## src/rtl/tlbsc_pkg.sv

```systemverilog
// tlbsc_pkg: types and fixed constants shared by the second-chance TLB modules.
// No dependencies.
`default_nettype none
package tlbsc_pkg;

    localparam int PAGE_FIELD_W   = 20;
    localparam int OFFSET_FIELD_W = 16;
    localparam int FRAME_FIELD_W  = 20;
    localparam int PHYS_W         = 36;
    localparam int IN_TDATA_W     = 56;
    localparam int OUT_TDATA_W    = 64;

    localparam int LOG_ENTRIES_W  = 3;
    localparam int OFFSET_BITS_W  = 5;
    localparam int CFG_INDEX_W    = 1;
    localparam int CFG_DATA_W     = 5;
    localparam int OFFSET_CLAMP   = 16;

    localparam logic [LOG_ENTRIES_W-1:0] LOG_ENTRIES_RESET = 3'd4;
    localparam logic [OFFSET_BITS_W-1:0] OFFSET_BITS_RESET = 5'd12;

    localparam logic [CFG_INDEX_W-1:0] REG_LOG_ENTRIES = 1'b0;
    localparam logic [CFG_INDEX_W-1:0] REG_OFFSET_BITS = 1'b1;

    typedef enum logic [1:0] {
        ST_IDLE,
        ST_LOOKUP,
        ST_FINISH
    } state_t;

    typedef struct packed {
        logic capture;
        logic lookup;
        logic load;
    } cmd_t;

    typedef struct packed {
        logic out_free;
    } stat_t;

endpackage
`default_nettype wire

```

## src/rtl/tlb_second_chance.sv

```systemverilog
// tlb_second_chance: fully associative TLB with second-chance replacement.
// Depends on tlbsc_pkg, tlbsc_ctrl, tlbsc_dp (and tlbsc_ram below it).
//
// Usage: one beat on s_ is one access; the block returns exactly one beat on m_.
// A lookup compares every in-use tag in parallel; a miss fills the lowest
// invalid entry, or sweeps from entry 0 clearing used bits and takes the first
// unused entry (entry 0 when all were used).
// Sequence: ST_LOOKUP compares the tags and reads the frame RAM, then ST_FINISH
// registers the result; a new access is taken only as the last one finishes.
// s_tready is high while idle and in the cycle a result is registered, so the
// next access may follow directly.
// Stall: if m_tready stays low with a result held, the next result waits in
// its finish cycle and s_tready stays low until the output register frees.
// Reset: all entries invalid, log_entries_used = 4, offset_bits = 12; no
// clearing pass, s_tready is low while aresetn is low and the block accepts
// beats straight after reset.
// Configuration: cfg_ready is always high; write only while the block is idle.
`default_nettype none
module tlb_second_chance #(
    parameter int ENTRIES   = 16,
    parameter int PAGE_BITS = 20
) (
    input  wire                                  aclk,
    input  wire                                  aresetn,
    input  wire                                  s_tvalid,
    output logic                                 s_tready,
    // [19:0] virt_page, [35:20] page_offset, [55:36] walk_frame
    input  wire [tlbsc_pkg::IN_TDATA_W-1:0]      s_tdata,
    // [0] kind
    input  wire [0:0]                            s_tuser,
    output logic                                 m_tvalid,
    input  wire                                  m_tready,
    // [35:0] phys_addr, [36] hit, [37] evicted, [57:38] victim_page,
    // [58] victim_dirty, [59] page_dirty_mark, [63:60] zero
    output logic [tlbsc_pkg::OUT_TDATA_W-1:0]    m_tdata,
    input  wire                                  cfg_valid,
    output logic                                 cfg_ready,
    input  wire [tlbsc_pkg::CFG_INDEX_W-1:0]     cfg_index,
    input  wire [tlbsc_pkg::CFG_DATA_W-1:0]      cfg_data
);

    tlbsc_pkg::cmd_t  cmd;
    tlbsc_pkg::stat_t stat;

    assign cfg_ready = 1'b1;

    tlbsc_ctrl u_ctrl (
        .aclk     (aclk),
        .aresetn  (aresetn),
        .s_tvalid (s_tvalid),
        .s_tready (s_tready),
        .stat     (stat),
        .cmd      (cmd)
    );

    tlbsc_dp #(
        .ENTRIES   (ENTRIES),
        .PAGE_BITS (PAGE_BITS)
    ) u_dp (
        .aclk      (aclk),
        .aresetn   (aresetn),
        .cmd       (cmd),
        .stat      (stat),
        .in_kind   (s_tuser[0]),
        .in_page   (s_tdata[19:0]),
        .in_offset (s_tdata[35:20]),
        .in_frame  (s_tdata[55:36]),
        .cfg_valid (cfg_valid),
        .cfg_index (cfg_index),
        .cfg_data  (cfg_data),
        .m_tvalid  (m_tvalid),
        .m_tready  (m_tready),
        .m_tdata   (m_tdata)
    );

endmodule
`default_nettype wire

```

## src/rtl/tlbsc_ram.sv

```systemverilog
// tlbsc_ram: generic single-port-write, single-port-read RAM, registered read,
// read-first on a same-address write. No dependencies.
`default_nettype none
module tlbsc_ram #(
    parameter int WIDTH = 40,
    parameter int DEPTH = 16
) (
    input  wire                                      aclk,
    input  wire                                      wr_en,
    input  wire [(DEPTH > 1 ? $clog2(DEPTH) : 1)-1:0] wr_addr,
    input  wire [WIDTH-1:0]                          wr_data,
    input  wire                                      rd_en,
    input  wire [(DEPTH > 1 ? $clog2(DEPTH) : 1)-1:0] rd_addr,
    output logic [WIDTH-1:0]                         rd_data
);

    logic [WIDTH-1:0] mem_reg [DEPTH];
    logic [WIDTH-1:0] rd_data_reg;

    always_ff @(posedge aclk) begin
        if (wr_en) begin
            mem_reg[wr_addr] <= wr_data;
        end
        if (rd_en) begin
            rd_data_reg <= mem_reg[rd_addr];
        end
    end

    assign rd_data = rd_data_reg;

endmodule
`default_nettype wire

```

## src/rtl/tlbsc_ctrl.sv

```systemverilog
// tlbsc_ctrl: sequencing state machine for one access at a time.
// Depends on tlbsc_pkg.
`default_nettype none
module tlbsc_ctrl (
    input  wire                 aclk,
    input  wire                 aresetn,
    input  wire                 s_tvalid,
    output logic                s_tready,
    input  tlbsc_pkg::stat_t    stat,
    output tlbsc_pkg::cmd_t     cmd
);

    tlbsc_pkg::state_t state_reg;
    tlbsc_pkg::state_t state_next;

    always_ff @(posedge aclk) begin
        if (!aresetn) begin
            state_reg <= tlbsc_pkg::ST_IDLE;
        end else begin
            state_reg <= state_next;
        end
    end

    always_comb begin
        state_next = state_reg;
        case (state_reg)
            tlbsc_pkg::ST_IDLE: begin
                if (s_tvalid) begin
                    state_next = tlbsc_pkg::ST_LOOKUP;
                end
            end
            tlbsc_pkg::ST_LOOKUP: begin
                state_next = tlbsc_pkg::ST_FINISH;
            end
            tlbsc_pkg::ST_FINISH: begin
                if (stat.out_free) begin
                    state_next = s_tvalid ? tlbsc_pkg::ST_LOOKUP : tlbsc_pkg::ST_IDLE;
                end
            end
            default: begin
                state_next = tlbsc_pkg::ST_IDLE;
            end
        endcase
    end

    always_comb begin
        s_tready    = 1'b0;
        cmd         = '0;
        case (state_reg)
            tlbsc_pkg::ST_IDLE: begin
                s_tready    = 1'b1;
                cmd.capture = s_tvalid;
            end
            tlbsc_pkg::ST_LOOKUP: begin
                cmd.lookup = 1'b1;
            end
            tlbsc_pkg::ST_FINISH: begin
                if (stat.out_free) begin
                    cmd.load    = 1'b1;
                    s_tready    = 1'b1;
                    cmd.capture = s_tvalid;
                end
            end
            default: begin
                s_tready = 1'b0;
            end
        endcase
        // no beat is taken while held in reset
        if (!aresetn) begin
            s_tready    = 1'b0;
            cmd.capture = 1'b0;
        end
    end

    // a new beat is only taken while nothing is in flight or the result is leaving
    a_capture_when_done: assert property (@(posedge aclk) disable iff (!aresetn)
        cmd.capture |-> (state_reg == tlbsc_pkg::ST_IDLE) || cmd.load)
        else $error("capture while an access is in flight");

    a_lookup_then_finish: assert property (@(posedge aclk) disable iff (!aresetn)
        cmd.lookup |=> state_reg == tlbsc_pkg::ST_FINISH)
        else $error("lookup not followed by finish");

    a_capture_then_lookup: assert property (@(posedge aclk) disable iff (!aresetn)
        cmd.capture |=> cmd.lookup)
        else $error("captured beat not looked up");

endmodule
`default_nettype wire

```

## src/rtl/tlbsc_dp.sv

```systemverilog
// tlbsc_dp: tag cells, used/dirty/valid bits, victim search, frame RAM, output register.
// Depends on tlbsc_pkg and tlbsc_ram.
`default_nettype none
module tlbsc_dp #(
    parameter int ENTRIES   = 16,
    parameter int PAGE_BITS = 20
) (
    input  wire                                   aclk,
    input  wire                                   aresetn,
    input  tlbsc_pkg::cmd_t                       cmd,
    output tlbsc_pkg::stat_t                      stat,
    input  wire                                   in_kind,
    input  wire [tlbsc_pkg::PAGE_FIELD_W-1:0]     in_page,
    input  wire [tlbsc_pkg::OFFSET_FIELD_W-1:0]   in_offset,
    input  wire [tlbsc_pkg::FRAME_FIELD_W-1:0]    in_frame,
    input  wire                                   cfg_valid,
    input  wire [tlbsc_pkg::CFG_INDEX_W-1:0]      cfg_index,
    input  wire [tlbsc_pkg::CFG_DATA_W-1:0]       cfg_data,
    output logic                                  m_tvalid,
    input  wire                                   m_tready,
    output logic [tlbsc_pkg::OUT_TDATA_W-1:0]     m_tdata
);

    localparam int TAG_W = (PAGE_BITS < tlbsc_pkg::PAGE_FIELD_W) ? PAGE_BITS
                                                                 : tlbsc_pkg::PAGE_FIELD_W;
    localparam int IDX_W = (ENTRIES > 1) ? $clog2(ENTRIES) : 1;
    localparam int CNT_W = IDX_W + 1;

    // configuration
    logic [tlbsc_pkg::LOG_ENTRIES_W-1:0] log_entries_reg;
    logic [tlbsc_pkg::OFFSET_BITS_W-1:0] offset_bits_reg;

    always_ff @(posedge aclk) begin
        if (!aresetn) begin
            log_entries_reg <= tlbsc_pkg::LOG_ENTRIES_RESET;
            offset_bits_reg <= tlbsc_pkg::OFFSET_BITS_RESET;
        end else if (cfg_valid) begin
            case (cfg_index)
                tlbsc_pkg::REG_LOG_ENTRIES:
                    log_entries_reg <= cfg_data[tlbsc_pkg::LOG_ENTRIES_W-1:0];
                tlbsc_pkg::REG_OFFSET_BITS:
                    offset_bits_reg <= cfg_data[tlbsc_pkg::OFFSET_BITS_W-1:0];
                default: begin
                    log_entries_reg <= log_entries_reg;
                end
            endcase
        end
    end

    // captured access
    logic                                 kind_reg;
    logic [TAG_W-1:0]                     page_reg;
    logic [tlbsc_pkg::OFFSET_FIELD_W-1:0] offset_reg;
    logic [TAG_W-1:0]                     walk_reg;

    always_ff @(posedge aclk) begin
        if (cmd.capture) begin
            kind_reg   <= in_kind;
            page_reg   <= in_page[TAG_W-1:0];
            offset_reg <= in_offset;
            walk_reg   <= in_frame[TAG_W-1:0];
        end
    end

    // entry state
    logic [ENTRIES-1:0] entry_valid_reg;
    logic [ENTRIES-1:0] entry_used_reg;
    logic [ENTRIES-1:0] entry_dirty_reg;
    logic [TAG_W-1:0]   entry_page_reg [ENTRIES];

    logic [ENTRIES-1:0] active;
    logic [ENTRIES-1:0] match;
    logic [ENTRIES-1:0] hit_oh;
    logic [ENTRIES-1:0] invalid;
    logic [ENTRIES-1:0] inv_oh;
    logic [ENTRIES-1:0] not_used;
    logic [ENTRIES-1:0] nu_oh;
    logic [ENTRIES-1:0] swept;
    logic [ENTRIES-1:0] slot_oh;
    logic [ENTRIES-1:0] touch_oh;
    logic [IDX_W-1:0]   touch_idx;
    logic               hit;
    logic               any_inv;
    logic               any_nu;

    always_comb begin
        for (int i = 0; i < ENTRIES; i++) begin
            active[i]   = ((CNT_W'(i) >> log_entries_reg) == '0);
            match[i]    = entry_valid_reg[i] && active[i] && (entry_page_reg[i] == page_reg);
            invalid[i]  = !entry_valid_reg[i] && active[i];
            not_used[i] = !entry_used_reg[i] && active[i];
        end
        hit      = |match;
        any_inv  = |invalid;
        any_nu   = |not_used;
        hit_oh   = match & (~match + 1'b1);
        inv_oh   = invalid & (~invalid + 1'b1);
        nu_oh    = not_used & (~not_used + 1'b1);
        // entries passed over by the sweep; all active ones when every entry was used
        swept    = (nu_oh - 1'b1) & active;
        if (any_inv) begin
            slot_oh = inv_oh;
        end else if (any_nu) begin
            slot_oh = nu_oh;
        end else begin
            slot_oh = ENTRIES'(1);
        end
        touch_oh  = hit ? hit_oh : slot_oh;
        touch_idx = '0;
        for (int i = 0; i < ENTRIES; i++) begin
            if (touch_oh[i]) begin
                touch_idx = touch_idx | IDX_W'(i);
            end
        end
    end

    always_ff @(posedge aclk) begin
        if (!aresetn) begin
            entry_valid_reg <= '0;
            entry_used_reg  <= '0;
            entry_dirty_reg <= '0;
        end else if (cmd.lookup) begin
            if (hit) begin
                entry_used_reg  <= entry_used_reg | hit_oh;
                entry_dirty_reg <= entry_dirty_reg | (kind_reg ? hit_oh : '0);
            end else begin
                entry_valid_reg <= entry_valid_reg | slot_oh;
                entry_used_reg  <= (entry_used_reg & ~(any_inv ? '0 : swept)) | slot_oh;
                entry_dirty_reg <= (entry_dirty_reg & ~slot_oh) | (kind_reg ? slot_oh : '0);
            end
        end
    end

    always_ff @(posedge aclk) begin
        for (int i = 0; i < ENTRIES; i++) begin
            if (cmd.lookup && !hit && slot_oh[i]) begin
                entry_page_reg[i] <= page_reg;
            end
        end
    end

    // lookup outcome
    logic hit_q_reg;
    logic evict_q_reg;
    logic vdirty_q_reg;

    always_ff @(posedge aclk) begin
        if (cmd.lookup) begin
            hit_q_reg    <= hit;
            evict_q_reg  <= !hit && !any_inv;
            vdirty_q_reg <= !hit && !any_inv && |(entry_dirty_reg & slot_oh);
        end
    end

    // page and frame per entry; read-first gives the victim's page on a fill
    logic [2*TAG_W-1:0] ram_rd_data;

    tlbsc_ram #(
        .WIDTH (2 * TAG_W),
        .DEPTH (ENTRIES)
    ) u_frame_ram (
        .aclk    (aclk),
        .wr_en   (cmd.lookup && !hit),
        .wr_addr (touch_idx),
        .wr_data ({page_reg, walk_reg}),
        .rd_en   (cmd.lookup),
        .rd_addr (touch_idx),
        .rd_data (ram_rd_data)
    );

    // result assembly
    logic [tlbsc_pkg::OFFSET_BITS_W-1:0]  ob;
    logic [tlbsc_pkg::OFFSET_FIELD_W:0]   off_mask;
    logic [tlbsc_pkg::FRAME_FIELD_W-1:0]  frame;
    logic [tlbsc_pkg::PAGE_FIELD_W-1:0]   victim_page;
    logic [tlbsc_pkg::PHYS_W-1:0]         phys_addr;
    logic [tlbsc_pkg::OUT_TDATA_W-1:0]    out_word;

    always_comb begin
        ob = (offset_bits_reg > tlbsc_pkg::OFFSET_BITS_W'(tlbsc_pkg::OFFSET_CLAMP))
           ? tlbsc_pkg::OFFSET_BITS_W'(tlbsc_pkg::OFFSET_CLAMP) : offset_bits_reg;
        off_mask = ((tlbsc_pkg::OFFSET_FIELD_W+1)'(1) << ob) - 1'b1;
        frame = tlbsc_pkg::FRAME_FIELD_W'(hit_q_reg ? ram_rd_data[TAG_W-1:0] : walk_reg);
        victim_page = evict_q_reg
                    ? tlbsc_pkg::PAGE_FIELD_W'(ram_rd_data[2*TAG_W-1:TAG_W]) : '0;
        phys_addr = (tlbsc_pkg::PHYS_W'(frame) << ob)
                  | tlbsc_pkg::PHYS_W'(offset_reg & off_mask[tlbsc_pkg::OFFSET_FIELD_W-1:0]);
        out_word = tlbsc_pkg::OUT_TDATA_W'({kind_reg, vdirty_q_reg, victim_page,
                                            evict_q_reg, hit_q_reg, phys_addr});
    end

    logic                              m_tvalid_reg;
    logic [tlbsc_pkg::OUT_TDATA_W-1:0] m_tdata_reg;

    always_ff @(posedge aclk) begin
        if (!aresetn) begin
            m_tvalid_reg <= 1'b0;
        end else if (cmd.load) begin
            m_tvalid_reg <= 1'b1;
        end else if (m_tready) begin
            m_tvalid_reg <= 1'b0;
        end
    end

    always_ff @(posedge aclk) begin
        if (cmd.load) begin
            m_tdata_reg <= out_word;
        end
    end

    assign stat.out_free = !m_tvalid_reg || m_tready;
    assign m_tvalid      = m_tvalid_reg;
    assign m_tdata       = m_tdata_reg;

    // a valid entry stays valid until reset
    a_valid_sticky: assert property (@(posedge aclk) disable iff (!aresetn)
        $past(aresetn) |-> ((entry_valid_reg & $past(entry_valid_reg))
                            == $past(entry_valid_reg)))
        else $error("valid entry lost");

    a_touch_onehot: assert property (@(posedge aclk) disable iff (!aresetn)
        cmd.lookup |-> $onehot(touch_oh))
        else $error("lookup did not select exactly one entry");

    a_touch_marked: assert property (@(posedge aclk) disable iff (!aresetn)
        cmd.lookup |=> (|(entry_used_reg & entry_valid_reg & $past(touch_oh))))
        else $error("accessed entry not left valid and used");

    a_load_free: assert property (@(posedge aclk) disable iff (!aresetn)
        cmd.load |-> (!m_tvalid_reg || m_tready))
        else $error("result overwritten while stalled");

endmodule
`default_nettype wire
```

## config.mk

```make
export PLATFORM = sky130hd
export DESIGN_NAME = tlb_second_chance
export DESIGN_NICKNAME = d
export VERILOG_FILES = /design/src/rtl/tlbsc_pkg.sv /design/src/rtl/tlb_second_chance.sv /design/src/rtl/tlbsc_ram.sv /design/src/rtl/tlbsc_ctrl.sv /design/src/rtl/tlbsc_dp.sv
export SDC_FILE = /design/constraint.sdc
export NUM_CORES = 2
export LEC_CHECK = 0
export ABC_CLOCK_PERIOD_IN_PS = 8300
export BUFFER_PORTS_ARGS = -buffer_cell sky130_fd_sc_hd__buf_4
export CAP_MARGIN = 20
export CORE_MARGIN = 5
export CORE_UTILIZATION = 62
export CTS_CLUSTER_DIAMETER = 100
export DETAILED_ROUTE_END_ITERATION = 10
export PLACE_DENSITY = 0.79
export SLEW_MARGIN = 20
export SYNTH_ARGS = -nofsm -noshare
export SYNTH_HDL_FRONTEND = slang
export SYNTH_HIERARCHICAL = 1
export SYNTH_SLANG_ARGS = --single-unit
```

## constraint.sdc

```tcl
create_clock -name aclk -period 8.3 [get_ports aclk]
set_input_delay 0.415 -clock aclk [delete_from_list [all_inputs] [get_ports aclk]]
set_output_delay 0.415 -clock aclk [all_outputs]
set_load 0.05 [all_outputs]
```

* After elaboration in Yosys (flattened, before gate mapping)
Memory sizes are Yosys's and may differ from the RTL's. A register that Yosys moved wholly into a read port is not among the register bits.
Index checks and enable logic that the tools add are counted.
** Word-level totals
- Flip-flop bits (word level) :: 179
- Memory bits (writable) :: 960
- Bits of input ports :: 68
- Logic and storage cells :: 361
- Memories kept :: 2
** Operators by class
- Add/sub/neg operators :: 5
- Order comparisons :: 1
- Equal/unequal tests :: 20
- Shifts and indexed selects :: 18
- Muxes and demuxes :: 118
- Bitwise operators :: 21
- Reductions and logical operators :: 160
** Memory list
- u_dp.u_frame_ram.mem_reg :: words 16, width 40, read ports 1, clocked after memory_dff 1, write ports 1, line tlbsc_ram.sv:17 : logic [WIDTH-1:0] mem_reg [DEPTH];
- u_dp.entry_page_reg :: words 16, width 20, read ports 16, clocked after memory_dff 0, write ports 1, line tlbsc_dp.sv:69 : logic [TAG_W-1:0] entry_page_reg [ENTRIES];
** Operator list (count)
- 20-bit equality test :: 16
- 20-bit 2-to-1 mux :: 16
- 20-bit OR reduction :: 15
- 16-bit AND :: 8
- 16-bit 2-to-1 mux :: 8
- 4-bit 2-to-1 mux :: 23
- 1-bit logical AND :: 83
- 5-bit zero test :: 16
- 16-bit NOT :: 5
- 16-bit bitwise OR :: 5
- 16-bit OR reduction :: 4
- 1-bit 2-to-1 mux :: 59
- 16-bit by 1-bit adder with 16-bit output (second input constant) :: 3
- 4-bit by 3-bit >> shifter with 5-bit output (first input constant) :: 8
- 36-bit bitwise OR :: 1
- 20-bit by 5-bit << shifter with 36-bit output :: 1
- 1-bit zero test :: 35
- 16-bit by 1-bit subtractor with 16-bit output (second input constant) :: 2
- 3-bit by 3-bit >> shifter with 5-bit output (first input constant) :: 4
- 1-bit by 5-bit << shifter with 16-bit output (first input constant) :: 1
- 3-bit 2-to-1 mux :: 4
- 1-bit by 3-bit >> shifter with 5-bit output (first input constant) :: 2
- 2-bit by 3-bit >> shifter with 5-bit output (first input constant) :: 2
- 2-bit 2-to-1 mux :: 4
- other kinds (12) :: 18

* Logic depth before layout (Yosys ltp)
- Word-level depth :: 27
- Depth in mapped cells :: 19
- Depth with buffers taken out :: 14

* By module
The synthesis kept the hierarchy.
** By module, submodules not included
- tlbsc_ram :: times used 1, cells an instance 1040, area each 25532.0 um^2, seq. area each 20419.6 um^2
- tlbsc_dp :: times used 1, cells an instance 1705, area each 23098.4 um^2, seq. area each 14353.8 um^2
- tlbsc_ctrl :: times used 1, cells an instance 11, area each 126.4 um^2, seq. area each 40.0 um^2
- tlb_second_chance :: times used 1, cells an instance 2, area each 11.3 um^2, seq. area each 0.0 um^2

* Worst setup path after synthesis
OpenSTA, ideal clock, no wires.
- Path kind :: register to register
- Start point :: register u_dp.page_reg[18]
- End point :: memory u_dp.u_frame_ram.mem_reg[0][0], enable pin
- Library setup time :: 0.487 ns
- Data arrival time :: 6.407 ns
- Slack :: 1.406 ns
- Stages on the path, launching flop included :: 14
- Path buffers :: 2
- Period minus slack after synthesis :: 6.894 ns
- Path through :: edfxtp_1 > buf_2 > buf_6 > xnor2_1 > nand4_1 > nor4_1 > nand4_1 > nand2_1 > nor2_1 > a22o_1 > or2_0 > or4_1 > or3b_2 > nor3_1
** RTL lines
- start, declared :: line tlbsc_dp.sv:52 : logic [TAG_W-1:0] page_reg;
- start signal, assigned :: line tlbsc_dp.sv:59 : page_reg <= in_page[TAG_W-1:0];
- 20-bit equality test :: line tlbsc_dp.sv:89 : match[i] = entry_valid_reg[i] && active[i] && (entry_page_reg[i] == page_reg);
- 1-bit logical AND :: line tlbsc_dp.sv:89
- 16-bit NOT :: line tlbsc_dp.sv:96 : hit_oh = match & (~match + 1'b1);
- 16-bit by 1-bit adder with 16-bit output :: line tlbsc_dp.sv:96
- 16-bit AND :: line tlbsc_dp.sv:96
- 16-bit 2-to-1 mux (*) :: line tlbsc_dp.sv:108 : touch_oh = hit ? hit_oh : slot_oh;
- 3-bit 2-to-1 mux (4 in series) :: line tlbsc_dp.sv:111 : if (touch_oh[i]) begin
- 4-bit 2-to-1 mux (7 in series) :: line tlbsc_dp.sv:111
- 4-bit 2-to-1 mux (*) :: line tlbsc_dp.sv:111
- named net u_dp.touch_idx[2] :: line tlbsc_dp.sv:81 : logic [IDX_W-1:0] touch_idx;
- end, declared :: line tlbsc_ram.sv:17
The timed path passes the listed nets; every way through them passes the cells marked *.

* Final worst setup path
- Start point :: register u_dp.page_reg[17]
- End point :: memory u_dp.u_frame_ram.mem_reg[2][5], enable pin
Same word-level chain as after synthesis.

==> run_results.csv <==
group,metric,value,unit
synth,async_flop_share,0,%
floorplan,die_area,84370,um2
clock_tree,root_buffer,"clkbuf_16",
critical_path,cp_data_arrival_time,6990,ps
layout,multi_input_area,12990,um2
layout,nets,3100,
global_route,grt-ovfl-total,0,
layout,seqCellArea,34810,um2
timing,setup_violations,0,
status,status,"completed",
timing,tns,0,ps
critical_path,reg2regPathDepth,14,
layout,n_antenna_cell,0,
synth,synth-edff-count,1120,
timing,min_period,6639,ps
clock_tree,clock_sinks,1179,
layout,num-fill-cells,4538,
drt,wl_met2,60480,um
timing,max_slew_margin,20.58,%
timing,fmax,150.6,MHz
global_route,grt_pass1_wl,182600,um
synth,synthFlopType,"edfxtp_1",
critical_path,setup.worst_path.class,"reg2reg",
critical_path,timing.rr.end,"u_dp/u_frame_ram/mem_reg[2][5]$_DFFE_PP_",
global_route,grt_pass1_vias,27670,
timing,slew_violations,0,
global_route,grt_max_degree,112,
placement,port_buffers,129,
timing,skew,42.89,ps
drt,drc,0,
synth,synth_area_per_cell,17.68,um2
critical_path,end_kind,"flop",
clock_tree,clk_latency,690,ps
synth,synth_seq_cells,1179,
layout,finalInstanceArea,55360,um2
synth,synthCells,2758,
synth,netlist_area,48770,um2
critical_path,critPathLaunch,"u_dp/page_reg[17]$_DFFE_PP_",
drt,drtAntennaViolNets,0,
global_route,track_usage,28.82,%
layout,largest_reg_flops,640,
timing,period_share,79.99,%
layout,area_delta_synth_final,13.51,%
power,power_density,223.1,nW/um2
floorplan,io-pin-count,135,
timing,rsz0062_at_grt,"false",
global_route,antenna_found_initial,2,
flow_run,maxCapViolations,0,
clock_tree,ctsHtreeMaxLevel,3,
drt,wirelength,123800,um
power,ir_worst_vdd,0.0002037,V
timing,tightest_slew,1191,ps
critical_path,crit_end,"u_dp/u_frame_ram/mem_reg[2][5]$_DFFE_PP_",
clock_tree,cts.clk_slew.worst_paths,60,ps
placement,dp.final_hpwl,73250,um
floorplan,die_h,290.5,um
critical_path,r2r_slack,1660,ps
critical_path,start_kind,"flop",
synth,yosysSeqAreaShare,71.39,%
critical_path,r2r_start,"u_dp/page_reg[17]$_DFFE_PP_",
floorplan,core,77720,um2
critical_path,crit_required,8650,ps
clock_tree,cts_made_buffers,111,
placement,gp_congestion,0.9851,
layout,drive_gt1_share,18.43,%
placement,dpl_cell_area,51030,um2
drt,drtIter0Drc,3625,
drt,met3_wirelength,11760,um
drt,vias_per_cell,6.577,
timing,hold_viol_final,0,
layout,final_cell_mix,"1120 x edfxtp_1, 232 x buf_4, 182 x xnor2_1",
power,leakage,18.06,nW
layout,layout_commonest_cell,"edfxtp_1",
worst_hold_path,hold_class,"in2reg",
drt,vias,27330,
worst_hold_path,hold_depth,3,
drt,routed.top_layer,"met5",
drt,drt_pre_antenna_iters,6,
floorplan,row_count,102,
synth,ys.warnings.count,6,
clock_tree,cts_buffer_depth,3,
drt,wl_met1,46520,um
clock_tree,tritoncts,"built",
synth,synthDistinctLibCells,90,
drt,post_drt_wl_per_cell,29.80,um
floorplan,die_w,290.5,um
floorplan,floorplan.initialDensity,62.75,%
critical_path,crit_fanout,32,
-- synth_stat cells, types with 42 or more instances --
cell type     n  area share (%)
edfxtp_1   1120              69
xnor2_1     182             3.3
nand2_1     120            0.92
dfxtp_1      59             2.4
mux2i_1      49             1.0
o21ai_0      52            0.53
nand4_1      72            0.92
mux4_1       60             3.2
nor2_1       93            0.72
mux4_2      118             5.4
nor4_1       42            0.54
xor2_1      139             2.5
a22oi_1      84             1.3
clkbuf_1     60            0.46
-- worst min-delay path by stage --
stage | from | endpoint | slack [ps]
floorplan | u_dp/vdirty_q_reg$_DFFE_PP_ | u_dp/m_tdata[58]$_DFFE_PP_ | 400
global placement | u_dp/vdirty_q_reg$_DFFE_PP_ | u_dp/m_tdata[58]$_DFFE_PP_ | 400
detailed placement | u_dp/vdirty_q_reg$_DFFE_PP_ | u_dp/m_tdata[58]$_DFFE_PP_ | 430
CTS | cfg_data[1] | u_dp/log_entries_reg[1]$_SDFFE_PN0P_ | 10
global route | cfg_data[1] | u_dp/log_entries_reg[1]$_SDFFE_PN0P_ | 50
finish | cfg_data[1] | u_dp/log_entries_reg[1]$_SDFFE_PN0P_ | 40
-- kinds of logic after synthesis --
| group | Yosys count | share of synthesized area (%) |
|---|---|---|
| AO/OA/AOI/OAI | 306 | 4.500 |
| XOR/XNOR | 321 | 5.765 |
| adder cells (fa/ha/maj) | 8 | 0.2053 |
| buffers and inverters | 174 | 2.386 |
| flip-flops | 1179 | 71.39 |
| multiplexers | 231 | 9.780 |
| other | 2 | 0.01540 |
| AND/OR/NAND/NOR | 537 | 5.962 |
-- metal layers --
metal  GRT usage [%]  up-vias
met5          0.9643        -
met4           10.03        2
met3           4.898      278
met2           46.75     1719
met1           40.53    13880
li1                -    11450
-- power breakdown --
part,switching [mW],internal [mW],total [mW]
sequential,0.0711,6.55,6.62
clock,2.19,2.95,5.13
combinational,0.350,0.243,0.594
-- worst max-delay path, stage by stage, from the launching register on --
cell	delay, ps
edfxtp_1	910
buf_4	480
xnor2_1	180
nand4_1	120
nor4_1	420
nand4_1	420
nand4_1	370
nor4b_2	80
buf_4	200
a22o_1	260
or2_0	250
or4_1	790
or3b_2	680
nor2_4	650
buf_4	440
-- timing repair --
action / CTS / global route
resized for setup: 0 / 0
hold buffers: 61 / 0
buffers inserted: 0 / 0
endpoints found under the hold margin: 61 / 0
-- through the flow --
step | total power, mW | utilization (%) | hold WS [ps] | setup slack, ps | std cells
3_3_place_gp | 7.289 | 65.61 | 403.5 | 1903 | 3888
6_report | 12.35 | 71.22 | 38.63 | 1661 | 4155
5_1_grt | 12.73 | 71.22 | 49.07 | 1378 | 4155
3_5_place_dp | 7.307 | 65.66 | 428.0 | 1749 | 3890
2_1_floorplan | 7.123 | - | 400.3 | 1406 | 2761
4_1_cts | 12.42 | 71.21 | 13.54 | 1632 | 4155
-- final cells by class --
| cell class | count | area share (%) |
|---|---|---|
| clock buffer | 146 | 5.477 |
| clock inverter | 58 | 1.214 |
| inverter | 25 | 0.1695 |
| multi-input combinational | 1408 | 23.46 |
| sequential | 1179 | 62.89 |
| tap | 1040 | 2.351 |
| timing repair buffer | 299 | 4.435 |
Note: power is estimated with default switching activity, not from simulation.
